===== src/hw/rtl/jfji_pkg.sv =====
`timescale 1ns / 1ps
package jfji_pkg;

  localparam int FRAME_BYTES = 9;
  localparam int PEND_DEPTH  = FRAME_BYTES - 1;
  localparam int PEND_IDX_W  = $clog2(PEND_DEPTH);
  localparam int BPOS_W      = $clog2(FRAME_BYTES + 1);
  localparam int NUM_FLAGS   = 5;
  localparam int NUM_AXES    = 3;

  localparam int CFG_IDX_W  = 1;
  localparam int CFG_DATA_W = 16;

  localparam logic [CFG_IDX_W-1:0] CFG_DEAD_ZONE = 1'd0;
  localparam logic [CFG_IDX_W-1:0] CFG_STEP_GAIN = 1'd1;

  localparam logic [7:0]  DEAD_ZONE_RST = 8'd13;
  localparam logic [15:0] STEP_GAIN_RST = 16'd256;

  localparam logic FUNC_BYTE = 1'b0;
  localparam logic FUNC_TICK = 1'b1;

  localparam int BYTE_MODE   = 0;
  localparam int BYTE_RESET  = 1;
  localparam int BYTE_SUCK   = 2;
  localparam int BYTE_JOY_X  = 3;
  localparam int BYTE_JOY_Y  = 4;
  localparam int BYTE_JOY_Z  = 5;
  localparam int BYTE_COLOUR = 6;
  localparam int BYTE_START  = 7;

  localparam int AXIS_X = 0;
  localparam int AXIS_Y = 1;
  localparam int AXIS_Z = 2;

  typedef logic signed [9:0]  joy_t;
  typedef logic signed [16:0] pos_t;
  typedef logic signed [18:0] wide_t;

  localparam wide_t X_MIN = 19'sd12510;
  localparam wide_t X_MAX = 19'sd33880;
  localparam wide_t Y_MIN = -19'sd16940;
  localparam wide_t Y_MAX = 19'sd16940;
  localparam wide_t Z_MIN = 19'sd5210;
  localparam wide_t Z_MAX = 19'sd26430;

  localparam pos_t X_RST = 17'sd23195;
  localparam pos_t Y_RST = 17'sd0;
  localparam pos_t Z_RST = 17'sd15820;

  typedef enum logic [1:0] {
    FS_NONE = 2'd0,
    FS_GOOD = 2'd1,
    FS_BAD  = 2'd2
  } frame_status_t;

  typedef struct packed {
    logic [15:0]        x_pos;
    logic signed [15:0] y_pos;
    logic [14:0]        z_pos;
    logic [7:0]         op_mode;
    logic [7:0]         reset_request;
    logic [7:0]         vacuum_cmd;
    logic [7:0]         color_check;
    logic [7:0]         scan_start;
    frame_status_t      frame_status;
  } res_t;

endpackage


===== src/hw/rtl/jfji_if.sv =====
`timescale 1ns / 1ps
interface jfji_in_if;
  logic       valid;
  logic       ready;
  logic       func;
  logic [7:0] data_byte;
  logic       frame_start;

  modport source (output valid, output func, output data_byte, output frame_start,
                  input ready);
  modport sink (input valid, input func, input data_byte, input frame_start,
                output ready);
endinterface

interface jfji_out_if;
  logic               valid;
  logic               ready;
  logic [15:0]        x_pos;
  logic signed [15:0] y_pos;
  logic [14:0]        z_pos;
  logic [7:0]         op_mode;
  logic [7:0]         reset_request;
  logic [7:0]         vacuum_cmd;
  logic [7:0]         color_check;
  logic [7:0]         scan_start;
  logic [1:0]         frame_status;

  modport source (output valid, output x_pos, output y_pos, output z_pos,
                  output op_mode, output reset_request, output vacuum_cmd,
                  output color_check, output scan_start, output frame_status,
                  input ready);
  modport sink (input valid, input x_pos, input y_pos, input z_pos,
                input op_mode, input reset_request, input vacuum_cmd,
                input color_check, input scan_start, input frame_status,
                output ready);
endinterface


===== src/hw/rtl/joystick_frame_jog_integrator_core.sv =====
`timescale 1ns / 1ps
// Joystick frame jog integrator.
// in_ch carries one item per transfer: a frame byte (func 0, frame_start marks
// byte 0) or a control tick (func 1). Nine-byte frames are checked by XOR of
// bytes 0..7 against byte 8; a good frame latches five flag bytes and three
// joystick axes. Each tick moves the x, y, z targets by the live axes scaled
// by step_gain and clamps them to the fixed travel limits.
// out_ch gives exactly one result per input transfer: the three targets, the
// latched flags and the frame status of that item.
// The result is registered. Throughput is one item per cycle while the skid
// register is empty; the frame check and the multiply, subtract and clamp of
// each axis are combinational logic ahead of the result register.
// A stalled receiver holds the output register; one more item is taken into a
// skid register, and in_ch.ready drops only while that register is full.
// cfg_we writes dead_zone (index 0) or step_gain (index 1) from cfg_data; write
// only while the block is idle.
// Reset (rst_n low, synchronous) restores the register defaults, waits for a
// frame start, clears the latched bytes and axes, centers the targets and
// empties the output stages.
module joystick_frame_jog_integrator_core (
  input  logic                                clk,
  input  logic                                rst_n,
  input  logic                                cfg_we,
  input  logic [jfji_pkg::CFG_IDX_W-1:0]      cfg_index,
  input  logic [jfji_pkg::CFG_DATA_W-1:0]     cfg_data,
  jfji_in_if.sink                             in_ch,
  jfji_out_if.source                          out_ch
);
  import jfji_pkg::*;

  logic [7:0]               dead_zone_r;
  logic [15:0]              step_gain_r;
  logic [BPOS_W-1:0]        byte_pos_r, byte_pos_nxt;
  logic [7:0]               xor_r, xor_nxt;
  logic [7:0]               pend_r [PEND_DEPTH];
  joy_t                     joy_r [NUM_AXES];
  joy_t                     joy_nxt [NUM_AXES];
  logic [7:0]               flags_r [NUM_FLAGS];
  logic [7:0]               flags_nxt [NUM_FLAGS];
  pos_t                     pos_r [NUM_AXES];
  pos_t                     pos_nxt [NUM_AXES];
  logic [BPOS_W-1:0]        pos_eff;
  logic [7:0]               xor_base;
  logic                     pend_we;
  frame_status_t            status;
  res_t                     res;
  res_t                     out_r, skid_r;
  logic                     out_valid_r, skid_valid_r;
  logic                     in_fire, out_fire;

  function automatic joy_t to_axis(logic [7:0] b);
    logic [9:0] t;
    t = {1'b0, b, 1'b0} - 10'd255;
    to_axis = $signed(t);
  endfunction

  function automatic pos_t jog(pos_t pos, joy_t joy, logic [7:0] dz, logic [15:0] gain,
                               wide_t lo, wide_t hi);
    joy_t               neg;
    logic [8:0]         mag;
    joy_t               live;
    logic signed [25:0] prod;
    logic signed [17:0] q;
    wide_t              sum;
    neg  = -joy;
    mag  = joy[9] ? neg[8:0] : joy[8:0];
    live = (mag < {1'b0, dz}) ? '0 : joy;
    prod = 26'(live) * 26'($signed({1'b0, gain}));
    q    = prod[25:8];
    sum  = wide_t'(pos) - wide_t'(q);
    if (sum < lo) begin
      jog = lo[16:0];
    end else if (sum > hi) begin
      jog = hi[16:0];
    end else begin
      jog = sum[16:0];
    end
  endfunction

  assign in_fire      = in_ch.valid && in_ch.ready;
  assign out_fire     = out_valid_r && out_ch.ready;
  assign in_ch.ready  = !skid_valid_r;

  always_comb begin
    pos_eff      = in_ch.frame_start ? '0 : byte_pos_r;
    xor_base     = (pos_eff == '0) ? '0 : xor_r;
    byte_pos_nxt = byte_pos_r;
    xor_nxt      = xor_r;
    joy_nxt      = joy_r;
    flags_nxt    = flags_r;
    pos_nxt      = pos_r;
    pend_we      = 1'b0;
    status       = FS_NONE;
    if (in_ch.func == FUNC_BYTE) begin
      byte_pos_nxt = pos_eff;
      if (pos_eff < BPOS_W'(PEND_DEPTH)) begin
        pend_we      = 1'b1;
        xor_nxt      = xor_base ^ in_ch.data_byte;
        byte_pos_nxt = pos_eff + BPOS_W'(1);
      end else if (pos_eff == BPOS_W'(PEND_DEPTH)) begin
        if (xor_base == in_ch.data_byte) begin
          flags_nxt[0]     = pend_r[BYTE_MODE];
          flags_nxt[1]     = pend_r[BYTE_RESET];
          flags_nxt[2]     = pend_r[BYTE_SUCK];
          flags_nxt[3]     = pend_r[BYTE_COLOUR];
          flags_nxt[4]     = pend_r[BYTE_START];
          joy_nxt[AXIS_X]  = to_axis(pend_r[BYTE_JOY_X]);
          joy_nxt[AXIS_Y]  = to_axis(pend_r[BYTE_JOY_Y]);
          joy_nxt[AXIS_Z]  = to_axis(pend_r[BYTE_JOY_Z]);
          status           = FS_GOOD;
        end else begin
          status = FS_BAD;
        end
        byte_pos_nxt = BPOS_W'(FRAME_BYTES);
      end
    end else begin
      pos_nxt[AXIS_X] = jog(pos_r[AXIS_X], joy_r[AXIS_Y], dead_zone_r, step_gain_r,
                            X_MIN, X_MAX);
      pos_nxt[AXIS_Y] = jog(pos_r[AXIS_Y], joy_r[AXIS_X], dead_zone_r, step_gain_r,
                            Y_MIN, Y_MAX);
      pos_nxt[AXIS_Z] = jog(pos_r[AXIS_Z], joy_r[AXIS_Z], dead_zone_r, step_gain_r,
                            Z_MIN, Z_MAX);
    end
    res.x_pos         = pos_nxt[AXIS_X][15:0];
    res.y_pos         = pos_nxt[AXIS_Y][15:0];
    res.z_pos         = pos_nxt[AXIS_Z][14:0];
    res.op_mode       = flags_nxt[0];
    res.reset_request = flags_nxt[1];
    res.vacuum_cmd    = flags_nxt[2];
    res.color_check   = flags_nxt[3];
    res.scan_start    = flags_nxt[4];
    res.frame_status  = status;
  end

  always_ff @(posedge clk) begin
    if (!rst_n) begin
      dead_zone_r <= DEAD_ZONE_RST;
      step_gain_r <= STEP_GAIN_RST;
    end else if (cfg_we) begin
      unique case (cfg_index)
        CFG_DEAD_ZONE: dead_zone_r <= cfg_data[7:0];
        CFG_STEP_GAIN: step_gain_r <= cfg_data[15:0];
      endcase
    end
  end

  always_ff @(posedge clk) begin
    if (!rst_n) begin
      byte_pos_r <= BPOS_W'(FRAME_BYTES);
      xor_r      <= '0;
      for (int i = 0; i < NUM_AXES; i++) joy_r[i] <= '0;
      for (int i = 0; i < NUM_FLAGS; i++) flags_r[i] <= '0;
      pos_r[AXIS_X] <= X_RST;
      pos_r[AXIS_Y] <= Y_RST;
      pos_r[AXIS_Z] <= Z_RST;
    end else if (in_fire) begin
      byte_pos_r <= byte_pos_nxt;
      xor_r      <= xor_nxt;
      joy_r      <= joy_nxt;
      flags_r    <= flags_nxt;
      pos_r      <= pos_nxt;
    end
  end

  always_ff @(posedge clk) begin
    if (in_fire && pend_we) begin
      pend_r[pos_eff[PEND_IDX_W-1:0]] <= in_ch.data_byte;
    end
  end

  // hold the output on stall, park one more transfer in the skid register
  always_ff @(posedge clk) begin
    if (!rst_n) begin
      out_valid_r  <= 1'b0;
      skid_valid_r <= 1'b0;
    end else if (skid_valid_r) begin
      if (out_fire) begin
        out_r        <= skid_r;
        skid_valid_r <= 1'b0;
      end
    end else if (in_fire) begin
      if (!out_valid_r || out_ch.ready) begin
        out_r       <= res;
        out_valid_r <= 1'b1;
      end else begin
        skid_r       <= res;
        skid_valid_r <= 1'b1;
      end
    end else if (out_fire) begin
      out_valid_r <= 1'b0;
    end
  end

  assign out_ch.valid         = out_valid_r;
  assign out_ch.x_pos         = out_r.x_pos;
  assign out_ch.y_pos         = out_r.y_pos;
  assign out_ch.z_pos         = out_r.z_pos;
  assign out_ch.op_mode       = out_r.op_mode;
  assign out_ch.reset_request = out_r.reset_request;
  assign out_ch.vacuum_cmd    = out_r.vacuum_cmd;
  assign out_ch.color_check   = out_r.color_check;
  assign out_ch.scan_start    = out_r.scan_start;
  assign out_ch.frame_status  = out_r.frame_status;

`ifndef SYNTHESIS
  a_skid_needs_out: assert property (@(posedge clk) disable iff (!rst_n)
    skid_valid_r |-> out_valid_r)
    else $error("skid register full while output register empty");

  a_stall_holds: assert property (@(posedge clk) disable iff (!rst_n)
    out_valid_r && !out_ch.ready |=> out_valid_r && $stable(out_r))
    else $error("stalled result changed or dropped");

  a_bpos_range: assert property (@(posedge clk) disable iff (!rst_n)
    byte_pos_r <= BPOS_W'(FRAME_BYTES))
    else $error("byte position out of range");

  a_x_limits: assert property (@(posedge clk) disable iff (!rst_n)
    wide_t'(pos_r[AXIS_X]) >= X_MIN && wide_t'(pos_r[AXIS_X]) <= X_MAX)
    else $error("x target outside travel limits");

  a_good_latch: assert property (@(posedge clk) disable iff (!rst_n)
    in_fire && status == FS_GOOD |=> flags_r[0] == $past(pend_r[BYTE_MODE]))
    else $error("good frame did not latch the mode byte");
`endif

endmodule

===== src/flat_wrapper.sv =====
// flat-port wrapper written by rule: the top's interface ports become plain ports
module joystick_frame_jog_integrator_core_flat import jfji_pkg::*;
  (clk, rst_n, cfg_we, cfg_index, cfg_data, in_ch_valid, in_ch_func, in_ch_data_byte, in_ch_frame_start, in_ch_ready, out_ch_valid, out_ch_x_pos, out_ch_y_pos, out_ch_z_pos, out_ch_op_mode, out_ch_reset_request, out_ch_vacuum_cmd, out_ch_color_check, out_ch_scan_start, out_ch_frame_status, out_ch_ready);
  jfji_in_if in_ch_i ();
  jfji_out_if out_ch_i ();
  input  logic clk;
  input  logic rst_n;
  input  logic cfg_we;
  input  logic [jfji_pkg::CFG_IDX_W-1:0] cfg_index;
  input  logic [jfji_pkg::CFG_DATA_W-1:0] cfg_data;
  input wire logic [$bits(in_ch_i.valid)-1:0] in_ch_valid;
  input wire logic [$bits(in_ch_i.func)-1:0] in_ch_func;
  input wire logic [$bits(in_ch_i.data_byte)-1:0] in_ch_data_byte;
  input wire logic [$bits(in_ch_i.frame_start)-1:0] in_ch_frame_start;
  output wire logic [$bits(in_ch_i.ready)-1:0] in_ch_ready;
  output wire logic [$bits(out_ch_i.valid)-1:0] out_ch_valid;
  output wire logic [$bits(out_ch_i.x_pos)-1:0] out_ch_x_pos;
  output wire logic [$bits(out_ch_i.y_pos)-1:0] out_ch_y_pos;
  output wire logic [$bits(out_ch_i.z_pos)-1:0] out_ch_z_pos;
  output wire logic [$bits(out_ch_i.op_mode)-1:0] out_ch_op_mode;
  output wire logic [$bits(out_ch_i.reset_request)-1:0] out_ch_reset_request;
  output wire logic [$bits(out_ch_i.vacuum_cmd)-1:0] out_ch_vacuum_cmd;
  output wire logic [$bits(out_ch_i.color_check)-1:0] out_ch_color_check;
  output wire logic [$bits(out_ch_i.scan_start)-1:0] out_ch_scan_start;
  output wire logic [$bits(out_ch_i.frame_status)-1:0] out_ch_frame_status;
  input wire logic [$bits(out_ch_i.ready)-1:0] out_ch_ready;
  assign in_ch_i.valid = in_ch_valid;
  assign in_ch_i.func = in_ch_func;
  assign in_ch_i.data_byte = in_ch_data_byte;
  assign in_ch_i.frame_start = in_ch_frame_start;
  assign in_ch_ready = in_ch_i.ready;
  assign out_ch_valid = out_ch_i.valid;
  assign out_ch_x_pos = out_ch_i.x_pos;
  assign out_ch_y_pos = out_ch_i.y_pos;
  assign out_ch_z_pos = out_ch_i.z_pos;
  assign out_ch_op_mode = out_ch_i.op_mode;
  assign out_ch_reset_request = out_ch_i.reset_request;
  assign out_ch_vacuum_cmd = out_ch_i.vacuum_cmd;
  assign out_ch_color_check = out_ch_i.color_check;
  assign out_ch_scan_start = out_ch_i.scan_start;
  assign out_ch_frame_status = out_ch_i.frame_status;
  assign out_ch_i.ready = out_ch_ready;
  joystick_frame_jog_integrator_core u_core (.clk(clk), .rst_n(rst_n), .cfg_we(cfg_we), .cfg_index(cfg_index), .cfg_data(cfg_data), .in_ch(in_ch_i), .out_ch(out_ch_i));
endmodule

===== config.mk =====
export PLATFORM = sky130hd
export DESIGN_NAME = joystick_frame_jog_integrator_core_flat
export DESIGN_NICKNAME = d
export VERILOG_FILES = /design/src/hw/rtl/jfji_pkg.sv /design/src/hw/rtl/jfji_if.sv /design/src/hw/rtl/joystick_frame_jog_integrator_core.sv /design/src/flat_wrapper.sv
export SDC_FILE = /design/constraint.sdc
export NUM_CORES = 2
export LEC_CHECK = 0
export BUFFER_PORTS_ARGS = -buffer_cell sky130_fd_sc_hd__buf_2
export CORE_UTILIZATION = 39
export CTS_BUF_LIST = sky130_fd_sc_hd__clkbuf_8
export CTS_CLUSTER_DIAMETER = 40
export CTS_CLUSTER_SIZE = 10
export DETAILED_ROUTE_END_ITERATION = 8
export MAX_ROUTING_LAYER = met4
export PLACE_DENSITY = 0.6
export SYNTH_ARGS = -nofsm -noshare
export SYNTH_HDL_FRONTEND = slang
export SYNTH_SLANG_ARGS = --single-unit

===== constraint.sdc =====
create_clock -name clk -period 13.15 [get_ports clk]
set_input_delay 0.6575 -clock clk [delete_from_list [all_inputs] [get_ports clk]]
set_output_delay 0.6575 -clock clk [all_outputs]
set_load 0.005 [all_outputs]

# Yosys cells after proc, flatten, opt, wreduce, memory -nomap -nowiden
# Memory sizes are Yosys's and may differ from the RTL's.
# Cells that the tools add are included.
dict set report op_classes {
  n_addsub 10
  mul 3
  n_lt_le_gt_ge 10
  eq_ne 4
  n_mux 40
  bitwise_logic 6
  reduce_logical 19
}
# cell n
set op_table {}
lappend op_table {{$mux W89} 4}
lappend op_table {{$mux W40} 4}
lappend op_table {{$mux W17} 6}
lappend op_table {{$mul A10 B17 Y26} 3}
lappend op_table {{$sub A17 B18 Y19} 3}
lappend op_table {{$mux W50} 1}
lappend op_table {{$gt A19 B16 Y1 const B} 2}
lappend op_table {{$mux W10} 3}
lappend op_table {{$sub A9 B8 Y10 const B} 3}
lappend op_table {{$lt A9 B8 Y1} 3}
lappend op_table {{$mux W9} 3}
lappend op_table {{$neg A9 Y9} 3}
lappend op_table {{$gt A19 B17 Y1 const B} 1}
lappend op_table {{$lt A19 B14 Y1 const B} 1}
lappend op_table {{$lt A19 B15 Y1 const B} 1}
lappend op_table {{$lt A19 B16 Y1 const B} 1}
lappend op_table {{$mux W4} 3}
lappend op_table {{$mux W1} 11}
lappend op_table {{$eq A8 B8 Y1} 1}
lappend op_table {{$mux W2} 4}
lappend op_table {{$mux W8} 1}
lappend op_table {{$reduce_and A2 Y1} 4}
lappend op_table {{$reduce_and A4 Y1} 2}
lappend op_table {{$xor A8 B8 Y8} 1}
lappend op_table {{12 further kinds} 23}
dict set report totals {
  reg_bits 337
  ramBits 64
  out_inout_bits 91
  wordCells 131
  n_memories 1
}
# memory depth word_bits rd rd_clocked_by_memory_dff write_ports line_no
set memory_table {}
lappend memory_table {u_core.pend_r 8 8 8 0 1 joystick_frame_jog_integrator_core.sv:35} ;# logic [7:0] pend_r [PEND_DEPTH];

# Depth between registers and ports, before layout
dict set report logic_depth {
  depth_word 13
  depth_mapped 46
  mapped_depth_nobuf 41
}

# Worst setup path before layout
# Ideal clock, no wire load.
dict set report synth_path {
  path_kind {reg2reg}
  from {reg u_core.joy_r[0] (netlist name)}
  to {reg u_core.out_r (netlist bit u_core.out_ch.y_pos[0]) (data pin)}
  setup_time_ns 0.256
  arrival_time_ns 10.121
  required_ns 12.894
  slack_ns 2.773
  stages_incl_launch_ff 44
  n_path_buf 4
  cell_sequence {dfxtp_1 inv_1 ha_1 nand2b_1 xnor2_1 ha_1 nand2_1 o21ai_0 a221oi_1 o211ai_1 clkbuf_1 and2_0 clkbuf_1 nand2_1 fa_1 fa_1 inv_1 fa_1 [... 8 more ...] o31ai_1 a2111oi_2 nor3_1 a2111oi_1 o21bai_1 xnor2_1 ha_1 clkbuf_1 a211oi_1 nor2b_1 o21ai_0 o31ai_4 or2_2 a41oi_1 buf_2 and2_1 a21oi_1 a31o_2}
}
# item line_no
set synth_rtl {}
lappend synth_rtl {{to (signal assigned)} joystick_frame_jog_integrator_core.sv:178} ;# out_r <= skid_r;
lappend synth_rtl {{to (signal assigned)} joystick_frame_jog_integrator_core.sv:183} ;# out_r <= res;
lappend synth_rtl {{to (decl)} joystick_frame_jog_integrator_core.sv:47} ;# res_t out_r, skid_r;

==> impl_metrics.tcl <==
set metrics [dict create \
    outcome "completed" \
    vias 27180 \
    drc 0 \
    dr.pass1.iters 5 \
    ir_worst_vdd_v 0.00007697 \
    placed_cell_area_um2 37390 \
    fin_cells 5034 \
    cts_tree "done" \
    grt_pass1_vias 27220 \
    finalCriticalPeriod_ns 12.19 \
    dp_cells 4907 \
    cts.path.max_buffers 3 \
    cp-end-kind "register" \
    path_depth 42 \
    htree_levels 3 \
    clkSinkCount 396 \
    coreArea_um2 90290 \
    total_power_mw 3.437 \
    synth_cells 3756 \
    drv_slew 0 \
    crit_top_cell "fa_1" \
    p_leak_nw 17.62 \
    fmax_mhz 82.04 \
    synth.net_count 4414 \
    final_area_um2 38840 \
    grt_max_degree 75 \
    rsz0062_at_grt "false" \
    min_from "out_ch_ready" \
    maxCapViolCount 0 \
    fin_hold_ws_ns 0.1653 \
    synth_edf_count 242 \
    first_iter_violations 1883 \
    fp.dieH_um 304.3 \
    wl_per_cell_um 18.78 \
    holdBufCountCts 0 \
    synth-main-ff-cell "edfxtp_1" \
    clkTransAtPathRegs_ns 0.07 \
    cp-start-kind "register" \
    cp.required_ns 13.56 \
    finalSetupViolations 0 \
    cts-buffers-inserted 68 \
    synth.avg_cell_area_um2 9.486 \
    critPathTopFamily "compound AO/OA/AOI/OAI gates" \
    hold_viol_final 0 \
    via_per_inst 5.398 \
    cts-root-buf "clkbuf_8" \
    place_congestion 0.8784 \
    netlist_area_um2 35630 \
    antenna_found_initial 4 \
    yosysUniqueCellTypes 99 \
    rows 110 \
    pin_count 123 \
    fin_worst_skew_ns 0.04820 \
    ys_seq_area_share_pct 29.05 \
    arrival_ns 12.59 \
    worst-slew-pin-transition_ns 1.122 \
    setup-tns-final_ns 0 \
    worstRegToRegCells 42 \
    min_path_type "in2reg" \
    cp_max_fo 22 \
    worst-setup-path-type "reg2reg" \
    final_net_count 4462 \
    grt_pass1_wl_mm 152.3 \
    grt_usage_pct 21.24 \
    clk_latency_ns 0.71 \
    io_buffers 122 \
    finalWorstSetupSlack_ns 0.9610 \
    dieArea_um2 92570 \
    dp_hpwl_mm 67.64 \
    slew_headroom_pct 24.64 \
    slowest_delay_ns 0.66 \
    cp-startpoint "u_core.joy_r[0]" \
    ant_nets 0 \
    layout-drive-gt1-share_pct 11.64 \
    dpl_worst_slack_ns 0.7588 \
    ys_ff_latch 396 \
    fp.dieW_um 304.3 \
    routed_wl_mm 94.54 \
    initial_utilization_pct 39.46 \
    r2r-start "u_core.joy_r[0]" \
    grt_remaining_overflow 0 \
    hold_depth 2 \
    crit_buf_inv 7 \
    final_core_util_pct 43.02 \
    finalCritPeriodShare_pct 92.69 \
    p_per_area_nw_per_um2 88.50 \
    slowest_stage "a2111oi_1" \
    async_flop_share_pct 0 \
    synth_warnings 0 \
    areaGrowthSynthToFinish_pct 9.004 \
]
==> where the power goes <==
| part | switching, mW | internal, mW |
|---|---|---|
| clock network | 0.591 | 0.602 |
| logic | 0.526 | 0.277 |
| registers | 0.0398 | 1.40 |
==> cells in the mapped netlist, types with 8 or more instances <==
cell | count | area share (%)
inv_1 | 466 | 4.9
o22ai_1 | 16 | 0.28
nand4_1 | 14 | 0.25
o211ai_1 | 24 | 0.51
and2_1 | 94 | 1.7
a31oi_1 | 28 | 0.49
mux2_2 | 92 | 2.9
a211oi_1 | 31 | 0.65
o2111ai_1 | 17 | 0.42
a21oi_1 | 160 | 2.2
o21ai_0 | 116 | 1.6
nor2_1 | 259 | 2.7
a22oi_1 | 8 | 0.17
dfxtp_1 | 154 | 8.7
nand2_1 | 439 | 4.6
xnor2_1 | 79 | 1.9
or2_2 | 13 | 0.23
or3_1 | 18 | 0.32
mux2i_1 | 22 | 0.62
clkbuf_1 | 182 | 1.9
ha_1 | 293 | 10
xor2_1 | 36 | 0.88
buf_2 | 14 | 0.20
nand3b_1 | 9 | 0.19
and3_1 | 121 | 2.1
o31ai_1 | 24 | 0.51
nand2b_1 | 38 | 0.67
edfxtp_1 | 242 | 20
o21a_1 | 20 | 0.42
nor2b_1 | 24 | 0.42
o21bai_1 | 12 | 0.25
o22a_1 | 10 | 0.25
o31ai_2 | 8 | 0.28
fa_1 | 333 | 19
o32ai_1 | 10 | 0.25
o221ai_1 | 9 | 0.22
a21o_1 | 38 | 0.80
a31o_2 | 8 | 0.20
nand3_1 | 30 | 0.42
nor3_1 | 90 | 1.3
==> kinds of logic (layout without fill, tap and decap cells) <==
| family | after synthesis | after routing | share of synthesized area (%) |
|---|---|---|---|
| muxes | 114 | 114 | 3.526 |
| DFF | 396 | 396 | 29.05 |
| buffers and inverters | 674 | 774 | 7.213 |
| adders and majority gates | 626 | 626 | 29.00 |
| and+or+nand+nor | 1192 | 1192 | 15.92 |
| xor gates and xnor gates | 115 | 115 | 2.827 |
| AOI/OAI and AO/OA | 639 | 639 | 12.47 |
| other | 0 | 2 | 0 |
==> registers in the layout, summed over array words and instances, names as in the netlist, 4 cells and up <==
| name | flops |
|---|---|
| u_core.out_ch.scan_start | 8 |
| u_core.joy_r | 25 |
| u_core.out_ch.reset_request | 8 |
| u_core.out_ch.op_mode | 8 |
| u_core.pend_r | 64 |
| u_core.out_ch.y_pos | 16 |
| u_core.byte_pos_r | 4 |
| u_core.xor_r | 8 |
| u_core.out_ch.vacuum_cmd | 8 |
| u_core.dead_zone_r | 8 |
| u_core.out_ch.z_pos | 15 |
| u_core.pos_r | 51 |
| u_core.skid_r | 89 |
| u_core.flags_r | 40 |
| u_core.out_ch.color_check | 8 |
| u_core.step_gain_r | 16 |
| u_core.out_ch.x_pos | 16 |
==> layout make-up <==
cell class / instances / area, um2
Inverter: 468 / 1760
Clock inverter: 52 / 449.2
Fill cell: 8877 / 51450
Clock buffer: 70 / 963.4
Sequential cell: 396 / 10350
Timing Repair Buffer: 184 / 1076
Antenna cell: 2 / 5.005
Multi-Input combinational cell: 2686 / 22760
Tap cell: 1176 / 1471
==> routing by layer <==
| metal | part of all wire (%) | global-route usage (%) |
|---|---|---|
| met5 | 0 | - |
| met4 | 2.2 | 5.908 |
| met3 | 5.8 | 3.036 |
| met2 | 45 | 31.87 |
| met1 | 47 | 29.85 |
==> worst paths after layout <==
| check | endpoint | slack [ns] |
|---|---|---|
| worst min-delay path | u_core.skid_valid_r | 0.17 |
| worst max-delay path | u_core.skid_r[57] | 0.96 |
| worst max register to register | u_core.skid_r[57] | 0.96 |
| worst min register to register | u_core.joy_r[18] | 0.43 |
==> cells in the final DEF (no fill, tap or decap), types with 62 or more instances in the layout <==
cell type / instances
inv_1: 478
mux2_2: 92
dfxtp_1: 153
nor2_1: 257
xnor2_1: 79
and2_1: 94
clkbuf_8: 70
ha_1: 293
buf_2: 122
edfxtp_1: 242
nand2_1: 438
buf_4: 62
o21ai_0: 116
fa_1: 333
nor3_1: 88
and3_1: 121
a21oi_1: 160
==> repair_timing <==
| action | in CTS | in global routing |
|---|---|---|
| buffers inserted | 0 | 3 |
| gates resized for setup | 0 | 1 |
| endpoints found under the setup margin | 0 | 28 |
(Power assumes the default switching activity.)
